$ cat src/bba_pkg.sv
`timescale 1ns / 1ps

package bba_pkg;

  localparam int SIZE_W   = 32;
  localparam int OFFS_W   = 16;
  localparam int BANK_W   = 8;
  localparam int NBANK_W  = BANK_W + 1;
  localparam int PROD_W   = 2 * SIZE_W;
  localparam int EBANK_W  = SIZE_W + 1;
  localparam int CNT_W    = $clog2(SIZE_W);
  localparam int CFG_W    = OFFS_W;

  localparam logic [OFFS_W-1:0] BANK_SIZE_RST  = 16'd64000;
  localparam logic [OFFS_W-1:0] BANK_SIZE_MIN  = 16'd2;
  localparam logic [BANK_W-1:0] FIRST_BANK_RST = 8'd5;
  localparam logic [BANK_W-1:0] LAST_BANK_RST  = 8'd255;

  typedef enum logic [1:0] {
    ST_GRANTED   = 2'd0,
    ST_ZERO      = 2'd1,
    ST_EXHAUSTED = 2'd2,
    ST_OVERFLOW  = 2'd3
  } status_t;

  typedef enum logic [1:0] {
    CFG_BANK_SIZE  = 2'd0,
    CFG_FIRST_BANK = 2'd1,
    CFG_LAST_BANK  = 2'd2,
    CFG_UNUSED     = 2'd3
  } cfg_idx_t;

  typedef enum logic {
    OP_PLAIN = 1'b0,
    OP_ARRAY = 1'b1
  } op_t;

endpackage

$ cat src/bba_req_if.sv
`timescale 1ns / 1ps

interface bba_req_if;
  import bba_pkg::*;

  logic              valid;
  logic              ready;
  logic              operation;
  logic [SIZE_W-1:0] elem_size;
  logic [SIZE_W-1:0] elem_count;

  modport source (output valid, operation, elem_size, elem_count, input ready);
  modport sink   (input valid, operation, elem_size, elem_count, output ready);
endinterface

$ cat src/bba_rsp_if.sv
`timescale 1ns / 1ps

interface bba_rsp_if;
  import bba_pkg::*;

  logic              valid;
  logic              ready;
  logic [1:0]        status;
  logic [OFFS_W-1:0] block_offset;
  logic [BANK_W-1:0] block_bank;

  modport source (output valid, status, block_offset, block_bank, input ready);
  modport sink   (input valid, status, block_offset, block_bank, output ready);
endinterface

$ cat src/banked_bump_allocator_core.sv
`timescale 1ns / 1ps
// sequence: request checks, then for count times size the product and its overflow check,
//   then clamp and bump; a block that spans banks also runs the 32-step bank-size divider
// requests: accepted only in idle, once the last result is in the output register
// reset: synchronous active-low clears the position, the started flag and the output;
//   config comes up as 64000 words per bank, first bank 5, last bank 255
module banked_bump_allocator_core (
  input  logic                   clk,
  input  logic                   rst_n,
  bba_req_if.sink                in_req,
  bba_rsp_if.source              out_rsp,
  input  logic                   cfg_we,
  input  bba_pkg::cfg_idx_t      cfg_index,
  input  logic [bba_pkg::CFG_W-1:0] cfg_wdata
);
  import bba_pkg::*;

  // one-hot sequencer states
  typedef enum logic [9:0] {
    S_IDLE  = 10'b00_0000_0001,  // waiting for a request transfer
    S_CHECK = 10'b00_0000_0010,  // zero operand checks, first-use start
    S_MUL   = 10'b00_0000_0100,  // count times size into product register
    S_MCHK  = 10'b00_0000_1000,  // overflow check of the product
    S_PREP  = 10'b00_0001_0000,  // clamp bank size, start offset, room in bank
    S_BUMP  = 10'b00_0010_0000,  // fits in bank, fills bank, or spans banks
    S_DIV   = 10'b00_0100_0000,  // restoring divide, one quotient bit a cycle
    S_QUO   = 10'b00_1000_0000,  // end bank from quotient
    S_FIN   = 10'b01_0000_0000,  // last bank check and commit
    S_DONE  = 10'b10_0000_0000   // hand result to output register
  } state_t;

  state_t state_r, state_nxt;

  // config registers
  logic [OFFS_W-1:0] bank_size_r, bank_size_nxt;
  logic [BANK_W-1:0] first_bank_r, first_bank_nxt;
  logic [BANK_W-1:0] last_bank_r, last_bank_nxt;

  // allocation position
  logic [NBANK_W-1:0] bank_r, bank_nxt;
  logic [OFFS_W-1:0]  offset_r, offset_nxt;
  logic               started_r, started_nxt;

  // request and working registers
  logic               op_r, op_nxt;
  logic [SIZE_W-1:0]  size_r, size_nxt;
  logic [SIZE_W-1:0]  count_r, count_nxt;
  logic [PROD_W-1:0]  prod_r, prod_nxt;
  logic [OFFS_W-1:0]  bw_r, bw_nxt;
  logic [OFFS_W-1:0]  soff_r, soff_nxt;
  logic [OFFS_W-1:0]  room_r, room_nxt;
  logic [OFFS_W-1:0]  rem_r, rem_nxt;
  logic [SIZE_W-1:0]  quo_r, quo_nxt;
  logic [CNT_W-1:0]   cnt_r, cnt_nxt;
  logic [EBANK_W-1:0] ebank_r, ebank_nxt;
  logic [OFFS_W-1:0]  eoff_r, eoff_nxt;

  // result waiting for the output register
  status_t            res_status_r, res_status_nxt;
  logic [OFFS_W-1:0]  res_off_r, res_off_nxt;
  logic [BANK_W-1:0]  res_bank_r, res_bank_nxt;

  // output register
  logic               out_valid_r, out_valid_nxt;
  status_t            out_status_r, out_status_nxt;
  logic [OFFS_W-1:0]  out_off_r, out_off_nxt;
  logic [BANK_W-1:0]  out_bank_r, out_bank_nxt;

  // divider step
  logic [OFFS_W:0]    div_part;
  logic               div_ge;
  logic [OFFS_W-1:0]  div_rem;

  // end-position helpers
  logic [OFFS_W-1:0]  prep_bw;
  logic [OFFS_W-1:0]  prep_soff;
  logic [EBANK_W-1:0] fin_last;

  logic in_xfer;
  logic out_xfer;

  assign in_req.ready  = (state_r == S_IDLE);
  assign in_xfer       = in_req.valid && in_req.ready;
  assign out_xfer      = out_valid_r && out_rsp.ready;

  assign out_rsp.valid        = out_valid_r;
  assign out_rsp.status       = out_status_r;
  assign out_rsp.block_offset = out_off_r;
  assign out_rsp.block_bank   = out_bank_r;

  // one divider step: shift in the next dividend bit, subtract bank size if it fits
  assign div_part = {rem_r, quo_r[SIZE_W-1]};
  assign div_ge   = (div_part >= {1'b0, bw_r});
  assign div_rem  = div_ge ? OFFS_W'(div_part - {1'b0, bw_r}) : div_part[OFFS_W-1:0];

  // a bank size below two acts as two; offset zero is never handed out
  assign prep_bw   = (bank_size_r < BANK_SIZE_MIN) ? BANK_SIZE_MIN : bank_size_r;
  assign prep_soff = (offset_r == '0) ? OFFS_W'(1) : offset_r;

  // last word used: an end offset of zero means the block ended on a bank boundary
  assign fin_last = (eoff_r == '0) ? (ebank_r - EBANK_W'(1)) : ebank_r;

  always_comb begin
    state_nxt      = state_r;
    bank_size_nxt  = bank_size_r;
    first_bank_nxt = first_bank_r;
    last_bank_nxt  = last_bank_r;
    bank_nxt       = bank_r;
    offset_nxt     = offset_r;
    started_nxt    = started_r;
    op_nxt         = op_r;
    size_nxt       = size_r;
    count_nxt      = count_r;
    prod_nxt       = prod_r;
    bw_nxt         = bw_r;
    soff_nxt       = soff_r;
    room_nxt       = room_r;
    rem_nxt        = rem_r;
    quo_nxt        = quo_r;
    cnt_nxt        = cnt_r;
    ebank_nxt      = ebank_r;
    eoff_nxt       = eoff_r;
    res_status_nxt = res_status_r;
    res_off_nxt    = res_off_r;
    res_bank_nxt   = res_bank_r;
    out_valid_nxt  = out_valid_r;
    out_status_nxt = out_status_r;
    out_off_nxt    = out_off_r;
    out_bank_nxt   = out_bank_r;

    // config writes, taken any time
    if (cfg_we) begin
      unique case (cfg_index)
        CFG_BANK_SIZE:  bank_size_nxt  = cfg_wdata;
        CFG_FIRST_BANK: first_bank_nxt = cfg_wdata[BANK_W-1:0];
        CFG_LAST_BANK:  last_bank_nxt  = cfg_wdata[BANK_W-1:0];
        default: ;
      endcase
    end

    if (out_xfer) begin
      out_valid_nxt = 1'b0;
    end

    unique case (state_r)
      S_IDLE: begin
        if (in_xfer) begin
          op_nxt    = in_req.operation;
          size_nxt  = in_req.elem_size;
          count_nxt = in_req.elem_count;
          state_nxt = S_CHECK;
        end
      end

      S_CHECK: begin
        res_off_nxt  = '0;
        res_bank_nxt = '0;
        if (op_r == OP_PLAIN) begin
          // a plain request starts the heap even when its size is zero
          if (!started_r) begin
            bank_nxt    = NBANK_W'(first_bank_r);
            offset_nxt  = '0;
            started_nxt = 1'b1;
          end
          if (size_r == '0) begin
            res_status_nxt = ST_ZERO;
            state_nxt      = S_DONE;
          end else begin
            state_nxt = S_PREP;
          end
        end else if (size_r == '0 || count_r == '0) begin
          res_status_nxt = ST_ZERO;
          state_nxt      = S_DONE;
        end else begin
          state_nxt = S_MUL;
        end
      end

      S_MUL: begin
        prod_nxt  = size_r * count_r;
        state_nxt = S_MCHK;
      end

      S_MCHK: begin
        if (prod_r[PROD_W-1:SIZE_W] != '0) begin
          res_status_nxt = ST_OVERFLOW;
          state_nxt      = S_DONE;
        end else begin
          if (!started_r) begin
            bank_nxt    = NBANK_W'(first_bank_r);
            offset_nxt  = '0;
            started_nxt = 1'b1;
          end
          size_nxt  = prod_r[SIZE_W-1:0];
          state_nxt = S_PREP;
        end
      end

      S_PREP: begin
        bw_nxt   = prep_bw;
        soff_nxt = prep_soff;
        // past the bank end after a smaller bank size: whole block goes to the next bank
        room_nxt = (prep_soff < prep_bw) ? (prep_bw - prep_soff) : '0;
        if (bank_r > {1'b0, last_bank_r}) begin
          res_status_nxt = ST_EXHAUSTED;
          state_nxt      = S_DONE;
        end else begin
          state_nxt = S_BUMP;
        end
      end

      S_BUMP: begin
        if (size_r < SIZE_W'(room_r)) begin
          ebank_nxt = EBANK_W'(bank_r);
          eoff_nxt  = soff_r + size_r[OFFS_W-1:0];
          state_nxt = S_FIN;
        end else if (size_r == SIZE_W'(room_r)) begin
          ebank_nxt = EBANK_W'(bank_r) + EBANK_W'(1);
          eoff_nxt  = '0;
          state_nxt = S_FIN;
        end else begin
          // words left past the current bank go through the divider
          quo_nxt   = size_r - SIZE_W'(room_r);
          rem_nxt   = '0;
          cnt_nxt   = '0;
          state_nxt = S_DIV;
        end
      end

      S_DIV: begin
        rem_nxt = div_rem;
        quo_nxt = {quo_r[SIZE_W-2:0], div_ge};
        cnt_nxt = cnt_r + CNT_W'(1);
        if (cnt_r == CNT_W'(SIZE_W - 1)) begin
          state_nxt = S_QUO;
        end
      end

      S_QUO: begin
        ebank_nxt = EBANK_W'(bank_r) + EBANK_W'(quo_r) + EBANK_W'(1);
        eoff_nxt  = rem_r;
        state_nxt = S_FIN;
      end

      S_FIN: begin
        if (fin_last > EBANK_W'(last_bank_r)) begin
          res_status_nxt = ST_EXHAUSTED;
        end else begin
          res_status_nxt = ST_GRANTED;
          res_off_nxt    = soff_r;
          res_bank_nxt   = bank_r[BANK_W-1:0];
          bank_nxt       = ebank_r[NBANK_W-1:0];
          offset_nxt     = eoff_r;
        end
        state_nxt = S_DONE;
      end

      S_DONE: begin
        // load once the output register is free or drains this cycle
        if (!out_valid_r || out_rsp.ready) begin
          out_valid_nxt  = 1'b1;
          out_status_nxt = res_status_r;
          out_off_nxt    = res_off_r;
          out_bank_nxt   = res_bank_r;
          state_nxt      = S_IDLE;
        end
      end

      default: state_nxt = S_IDLE;
    endcase
  end

  // control state
  always_ff @(posedge clk) begin
    if (!rst_n) begin
      state_r      <= S_IDLE;
      bank_size_r  <= BANK_SIZE_RST;
      first_bank_r <= FIRST_BANK_RST;
      last_bank_r  <= LAST_BANK_RST;
      bank_r       <= '0;
      offset_r     <= '0;
      started_r    <= 1'b0;
      out_valid_r  <= 1'b0;
    end else begin
      state_r      <= state_nxt;
      bank_size_r  <= bank_size_nxt;
      first_bank_r <= first_bank_nxt;
      last_bank_r  <= last_bank_nxt;
      bank_r       <= bank_nxt;
      offset_r     <= offset_nxt;
      started_r    <= started_nxt;
      out_valid_r  <= out_valid_nxt;
    end
  end

  // payload and working registers
  always_ff @(posedge clk) begin
    op_r         <= op_nxt;
    size_r       <= size_nxt;
    count_r      <= count_nxt;
    prod_r       <= prod_nxt;
    bw_r         <= bw_nxt;
    soff_r       <= soff_nxt;
    room_r       <= room_nxt;
    rem_r        <= rem_nxt;
    quo_r        <= quo_nxt;
    cnt_r        <= cnt_nxt;
    ebank_r      <= ebank_nxt;
    eoff_r       <= eoff_nxt;
    res_status_r <= res_status_nxt;
    res_off_r    <= res_off_nxt;
    res_bank_r   <= res_bank_nxt;
    out_status_r <= out_status_nxt;
    out_off_r    <= out_off_nxt;
    out_bank_r   <= out_bank_nxt;
  end

  // a granted block never starts at word zero
  a_grant_nonzero: assert property (@(posedge clk) disable iff (!rst_n)
    (out_valid_r && out_status_r == ST_GRANTED) |-> (out_off_r != '0))
    else $error("granted block at offset zero");

  // refused requests report a zero position
  a_refuse_zero: assert property (@(posedge clk) disable iff (!rst_n)
    (out_valid_r && out_status_r != ST_GRANTED) |-> (out_off_r == '0 && out_bank_r == '0))
    else $error("refused request with nonzero position");

  // the position never runs more than one bank past the largest last bank
  a_bank_bound: assert property (@(posedge clk) disable iff (!rst_n)
    bank_r <= NBANK_W'(256))
    else $error("next bank beyond heap range");

  // a request transfer always moves the sequencer to the checks
  a_accept_seq: assert property (@(posedge clk) disable iff (!rst_n)
    in_xfer |=> (state_r == S_CHECK))
    else $error("request transfer did not start the sequence");

  // the divider exits only after its last step
  a_div_exit: assert property (@(posedge clk) disable iff (!rst_n)
    (state_r == S_DIV && cnt_r != CNT_W'(SIZE_W - 1)) |=> (state_r == S_DIV))
    else $error("divider left early");

endmodule

$ cat src/flat_wrapper.sv
// flat-port wrapper written by rule: the top's interface ports become plain ports
module banked_bump_allocator_core_flat import bba_pkg::*;
  (clk, rst_n, cfg_we, cfg_index, cfg_wdata, in_req_valid, in_req_operation, in_req_elem_size, in_req_elem_count, in_req_ready, out_rsp_valid, out_rsp_status, out_rsp_block_offset, out_rsp_block_bank, out_rsp_ready);
  bba_req_if in_req_i ();
  bba_rsp_if out_rsp_i ();
  input  logic clk;
  input  logic rst_n;
  input  logic cfg_we;
  input  bba_pkg::cfg_idx_t cfg_index;
  input  logic [bba_pkg::CFG_W-1:0] cfg_wdata;
  input wire logic [$bits(in_req_i.valid)-1:0] in_req_valid;
  input wire logic [$bits(in_req_i.operation)-1:0] in_req_operation;
  input wire logic [$bits(in_req_i.elem_size)-1:0] in_req_elem_size;
  input wire logic [$bits(in_req_i.elem_count)-1:0] in_req_elem_count;
  output wire logic [$bits(in_req_i.ready)-1:0] in_req_ready;
  output wire logic [$bits(out_rsp_i.valid)-1:0] out_rsp_valid;
  output wire logic [$bits(out_rsp_i.status)-1:0] out_rsp_status;
  output wire logic [$bits(out_rsp_i.block_offset)-1:0] out_rsp_block_offset;
  output wire logic [$bits(out_rsp_i.block_bank)-1:0] out_rsp_block_bank;
  input wire logic [$bits(out_rsp_i.ready)-1:0] out_rsp_ready;
  assign in_req_i.valid = in_req_valid;
  assign in_req_i.operation = in_req_operation;
  assign in_req_i.elem_size = in_req_elem_size;
  assign in_req_i.elem_count = in_req_elem_count;
  assign in_req_ready = in_req_i.ready;
  assign out_rsp_valid = out_rsp_i.valid;
  assign out_rsp_status = out_rsp_i.status;
  assign out_rsp_block_offset = out_rsp_i.block_offset;
  assign out_rsp_block_bank = out_rsp_i.block_bank;
  assign out_rsp_i.ready = out_rsp_ready;
  banked_bump_allocator_core u_core (.clk(clk), .rst_n(rst_n), .in_req(in_req_i), .out_rsp(out_rsp_i), .cfg_we(cfg_we), .cfg_index(cfg_index), .cfg_wdata(cfg_wdata));
endmodule
$ cat config.mk
export PLATFORM = sky130hd
export DESIGN_NAME = banked_bump_allocator_core_flat
export DESIGN_NICKNAME = d
export VERILOG_FILES = /design/src/bba_pkg.sv /design/src/bba_req_if.sv /design/src/bba_rsp_if.sv /design/src/banked_bump_allocator_core.sv /design/src/flat_wrapper.sv
export SDC_FILE = /design/constraint.sdc
export NUM_CORES = 2
export LEC_CHECK = 0
export ABC_AREA = 0
export BUFFER_PORTS_ARGS = -buffer_cell sky130_fd_sc_hd__buf_2
export CORE_UTILIZATION = 60
export CTS_CLUSTER_DIAMETER = 80
export CTS_CLUSTER_SIZE = 12
export DETAILED_ROUTE_END_ITERATION = 6
export GPL_TIMING_DRIVEN = 1
export PLACE_DENSITY = 0.81
export SLEW_MARGIN = 20
export SYNTH_ARGS = -nofsm -noshare
export SYNTH_HDL_FRONTEND = slang
export SYNTH_SLANG_ARGS = --single-unit
export TNS_END_PERCENT = 1
$ cat constraint.sdc
create_clock -name clk -period 8.4 [get_ports clk]
set_input_delay 1.26 -clock clk [delete_from_list [all_inputs] [get_ports clk]]
set_output_delay 1.26 -clock clk [all_outputs]
set_load 0.005 [all_outputs]
**Word level (Yosys, flattened, before mapping)**

Index checks and enable logic that the tools add are counted.

- Memories: 0
- Bits in registers: 400
- Logic and storage cells: 160
- Bits in read-only memories: 0
- Latch bits: 0
- Bits in writable memories: 0
- Output and inout bits: 28

- Shift operators: 0
- Equality and inequality tests: 27
- Bitwise logic cells: 0
- Div/mod/pow operators: 0
- Multipliers: 1
- Mux-type cells: 60
- Add/sub/neg operators: 9
- $lt $le $gt $ge: 6
- Reductions and logical operators: 31

Operator list:

| cell | number |
|---|---|
| $mux 16 | 12 |
| $mux 32 | 4 |
| $pmux 32 s2 | 2 |
| $pmux 10 s10 | 1 |
| $mux 33 | 3 |
| $pmux 16 s2 | 3 |
| $mux 10 | 9 |
| $pmux 33 s2 | 1 |
| $logic_not 32->1 | 2 |
| $mul 32x32->64 | 1 |
| $pmux 16 s3 | 1 |
| $mux 9 | 5 |
| $add 33x1->33 const B | 1 |
| $add 9x32->33 | 1 |
| $gt 33x8->1 | 1 |
| $sub 33x1->33 const B | 1 |
| $eq 32x16->1 | 1 |
| $logic_not 16->1 | 2 |
| $lt 32x16->1 | 1 |
| $reduce_bool 32->1 | 1 |
| $sub 16x16->16 | 2 |
| $sub 32x16->32 | 1 |
| $pmux 9 s3 | 1 |
| $ge 17x16->1 | 1 |
| 42 further kinds | 76 |

**Depth between registers and ports, before layout**

- Depth in word-level cells: 5
- Gate-level depth with buffers: 28
- Mapped depth without buffers: 26

**Least setup slack after synthesis**

No wires, ideal clock.

- Path kind: register to register
- From: register u_core.size_r[15]
- To: register u_core.prod_r[63], data pin
- Stages on the path, launching flop included: 27
- Setup time: 0.266 ns
- Slack: 0.564 ns
- Arrival time: 7.570 ns
- Required time: 8.134 ns
- Buffers on the path: 3
- Path through: edfxtp_1 clkbuf_1 clkbuf_1 and2_1 fa_1 fa_1 inv_1 fa_1 fa_1 fa_1 inv_1 fa_1 fa_1 inv_1 fa_1 inv_1 ha_1 clkbuf_1 nand4_1 or4_1 nor4_1 o31ai_1 a31oi_1 a221oi_1 o31ai_1 and4_1 nor3_1

- Longest elaborated chain between the ends: 1

Ends and longest elaborated chain:

| item | RTL line | source |
|---|---|---|
| start, declared | banked_bump_allocator_core.sv:46 | `logic [SIZE_W-1:0] size_r, size_nxt;` |
| start signal, assigned | banked_bump_allocator_core.sv:299 | `size_r <= size_nxt;` |
| $mul 32x32->64 | banked_bump_allocator_core.sv:180 | `prod_nxt = size_r * count_r;` |
| end signal, assigned | banked_bump_allocator_core.sv:301 | `prod_r <= prod_nxt;` |
| end, declared | banked_bump_allocator_core.sv:48 | `logic [PROD_W-1:0] prod_r, prod_nxt;` |

Every way passes these cells.
A chain may end at the register's enable or synchronous reset.

**Worst setup path after layout**

- From: register u_core.size_r[28]
- To: register u_core.prod_r[60], data pin

The elaborated chain is that of the path after synthesis.

==> results.sh <==
export IMPL_use_met1=0.436
export IMPL_antenna_found_initial=6
export IMPL_grt_busiest_layer="met2"
export IMPL_hpwl_mm=113
export IMPL_antenna_left=0
export IMPL_setup_viol=0
export IMPL_grt_start_max_net_pins=67
export IMPL_post_route_min_period_ps=8330
export IMPL_drt_initial_drc_count=3800
export IMPL_rsz0062_at_grt="yes"
export IMPL_ys_seq_area_frac=0.213
export IMPL_cts_buffer_depth=3
export IMPL_hold_path_class="reg2reg"
export IMPL_htreeDepth=2
export IMPL_ys_flop_type="edfxtp_1"
export IMPL_synthTopCellsByArea="fa_1 34%, edfxtp_1 19%, ha_1 8.4%"
export IMPL_die_area_um2=89700
export IMPL_clock_sinks=400
export IMPL_clk_latency_ps=650
export IMPL_cts_root_buf="clkbuf_16"
export IMPL_rows=108
export IMPL_fin_worst_skew_ps=51.2
export IMPL_route_vias_total=39400
export IMPL_clkTransAtPathRegs_ps=70
export IMPL_first_global_vias=41300
export IMPL_synth_most_common_cell="inv_1"
export IMPL_drv_slew=0
export IMPL_die_h_um=299
export IMPL_r2r_start="u_core.size_r[28]"
export IMPL_drc=0
export IMPL_fin_setup_tns_ps=0
export IMPL_globalRouteOverflowTotal=0
export IMPL_track_usage=0.333
export IMPL_die_w_um=299
export IMPL_max_slew_margin=0.287
export IMPL_ys_types=90
export IMPL_synth_async_reset_ratio=0
export IMPL_via_per_inst=5.92
export IMPL_nets=6818
export IMPL_synthTopCellsByCount="953 x inv_1, 901 x fa_1, 717 x nand2_1"
export IMPL_final_cells=6667
export IMPL_rr_worst_depth=26
export IMPL_yosys_warnings=0
export IMPL_startpoint_type="flop"
export IMPL_min_from="u_core.res_off_r[6]"
export IMPL_hold_viol=0
export IMPL_worst_pin_slew_ps=1070
export IMPL_cts_tree="built"
export IMPL_crit_required_ps=8760
export IMPL_final_area_um2=56800
export IMPL_max_freq_mhz=120
export IMPL_cts_made_buffers=44
export IMPL_nFillCells=6700
export IMPL_grt_first_pass_wirelength_mm=230
export IMPL_grt_use_met2=0.530
export IMPL_coreArea_um2=87200
export IMPL_startpoint="u_core.size_r[28]"
export IMPL_synth_top_area_frac=0.340
export IMPL_yosys_area_top_type="fa_1"
export IMPL_placed_area_um2=55200
export IMPL_syn_instance_count=5465
export IMPL_status="completed"
export IMPL_syn_avg_cell_area_um2=9.71
export IMPL_drt_pass1_iter_count=5
export IMPL_avgRoutedWirePerCell_um=21.8
export IMPL_r2r_end="u_core.prod_r[60]"
export IMPL_endpoint_kind="flop"
export IMPL_synth_edff_count=331
export IMPL_criticalPathCategory="reg2reg"
export IMPL_start_util=0.609
export IMPL_area_growth_pct=6.98
export IMPL_place_congestion=0.994
export IMPL_syn_area_um2=53100
export IMPL_io_pins=116
export IMPL_final_util=0.652
export IMPL_use_met3=0.0818
export IMPL_drt_total_wl_mm=145
export IMPL_fin_crit_sh=0.992
export IMPL_dp_cells=6564
export IMPL_drv_cap=0
export IMPL_ys_ff_latch=400
export IMPL_drive_gt1_frac=0.0712
export IMPL_syn_num_nets=6809
export IMPL_min_path_cells=0
export IMPL_min_to="u_core.out_rsp.block_offset[6]"
export IMPL_arrival_ps=8690
export IMPL_numPortBuffers=115
export IMPL_rrSetupSlack_ps=70
export IMPL_crit_path_max_fanout=9
export IMPL_hold_buffers=0
per-stage QoR:
stage               hold WS (ps)  setup slack, ps
floorplan                    400              564
global placement             401              144
detailed placement           405            -16.9
CTS                          418             19.4
global route                 425             -129
finish                       418             69.0
layout by cell type (no fill, tap or decap), types with 10 or more instances in the layout:
cell       count
inv_1        953
a21oi_1      133
nor3_1        50
dfxtp_1       69
o211ai_1      17
and2_1       621
a31oi_1       14
mux2i_1       42
a21o_1        63
o21bai_1      18
nand4_1       33
fa_1         901
buf_2        115
clkbuf_1      23
xnor2_1       96
a22o_1        17
buf_4        140
a21boi_0      10
edfxtp_1     331
buf_12        16
clkbuf_16     45
or2_2         11
o21ai_0       76
and4_1        11
o21a_1        17
a211oi_1      13
nand3_1       43
nand2b_1      18
o31ai_1       15
nor2_1       176
nor2b_1       24
xor2_1        64
nor3b_1       11
or3_1         19
ha_1         355
and3_1        26
nand2_1      717
nor4_1        44
worst max-delay path by stage:
| stage | to | cells past startpoint | slack [ps] |
|---|---|---|---|
| detailed placement | u_core.prod_r[60] | 26 | -20 |
| finish | u_core.prod_r[60] | 26 | 70 |
| global route | u_core.prod_r[60] | 24 | -130 |
| CTS | u_core.prod_r[63] | 23 | 20 |
| global placement | u_core.prod_r[60] | 25 | 140 |
| floorplan | u_core.prod_r[63] | 26 | 560 |
layout make-up:
class	instances	area, µm²	share of cell area
Multi-Input combinational cell	3800	37100	0.653
Sequential cell	400	11300	0.199
Inverter	954	3580	0.0630
Timing Repair Buffer	274	1980	0.0349
Tap cell	1155	1450	0.0254
Clock buffer	68	1210	0.0213
Clock inverter	12	146	0.00258
Antenna cell	4	10.0	0.000176
registers in the layout, indices dropped and copies added, names as in the netlist, 2 cells and up:
register / flops
u_core.bank_r: 9
u_core.bank_size_r: 16
u_core.bw_r: 16
u_core.cnt_r: 5
u_core.count_r: 32
u_core.ebank_r: 33
u_core.eoff_r: 16
u_core.first_bank_r: 8
u_core.last_bank_r: 8
u_core.offset_r: 16
u_core.out_rsp.block_bank: 8
u_core.out_rsp.block_offset: 16
u_core.out_rsp.status: 2
u_core.prod_r: 64
u_core.quo_r: 32
u_core.rem_r: 16
u_core.res_bank_r: 8
u_core.res_off_r: 16
u_core.res_status_r: 2
u_core.room_r: 16
u_core.size_r: 32
u_core.soff_r: 16
u_core.state_r: 10
critical path: stages (launching register included):
cell	delay (ps)
edfxtp_1	760
buf_4	280
nand2_1	80
fa_1	480
inv_1	50
fa_1	480
fa_1	550
inv_1	60
fa_1	480
inv_1	60
fa_1	490
fa_1	520
fa_1	520
inv_1	60
fa_1	470
inv_1	40
ha_1	320
a21o_1	240
nor4_1	280
a21oi_1	160
a221o_1	340
nor2_1	170
a211oi_2	140
a211oi_2	370
o31ai_2	160
a221oi_1	350
xnor2_1	110
routing by layer:
metal  vias up  share of wire
met5         -        0.00016
met4         4          0.050
met3       431           0.12
met2      2236           0.46
met1     19700           0.38
li1      17100              -
kinds of logic after synthesis:
kind of cell	synth area share
muxes	0.00813
DFF	0.213
AOI/OAI and AO/OA	0.0607
buffers and inverters	0.0900
adders and majority gates	0.423
xor gates and xnor gates	0.0264
and+or+nand+nor	0.178
timing repair:
item | CTS | global route
gates resized for setup | 2 | 13
setup buffers | 0 | 19
endpoints found under the setup margin | 2 | 13
pin swaps | 0 | 2
Power is not shown: default switching activity piles up to over one toggle a cycle in this logic, so the estimate is an artifact.
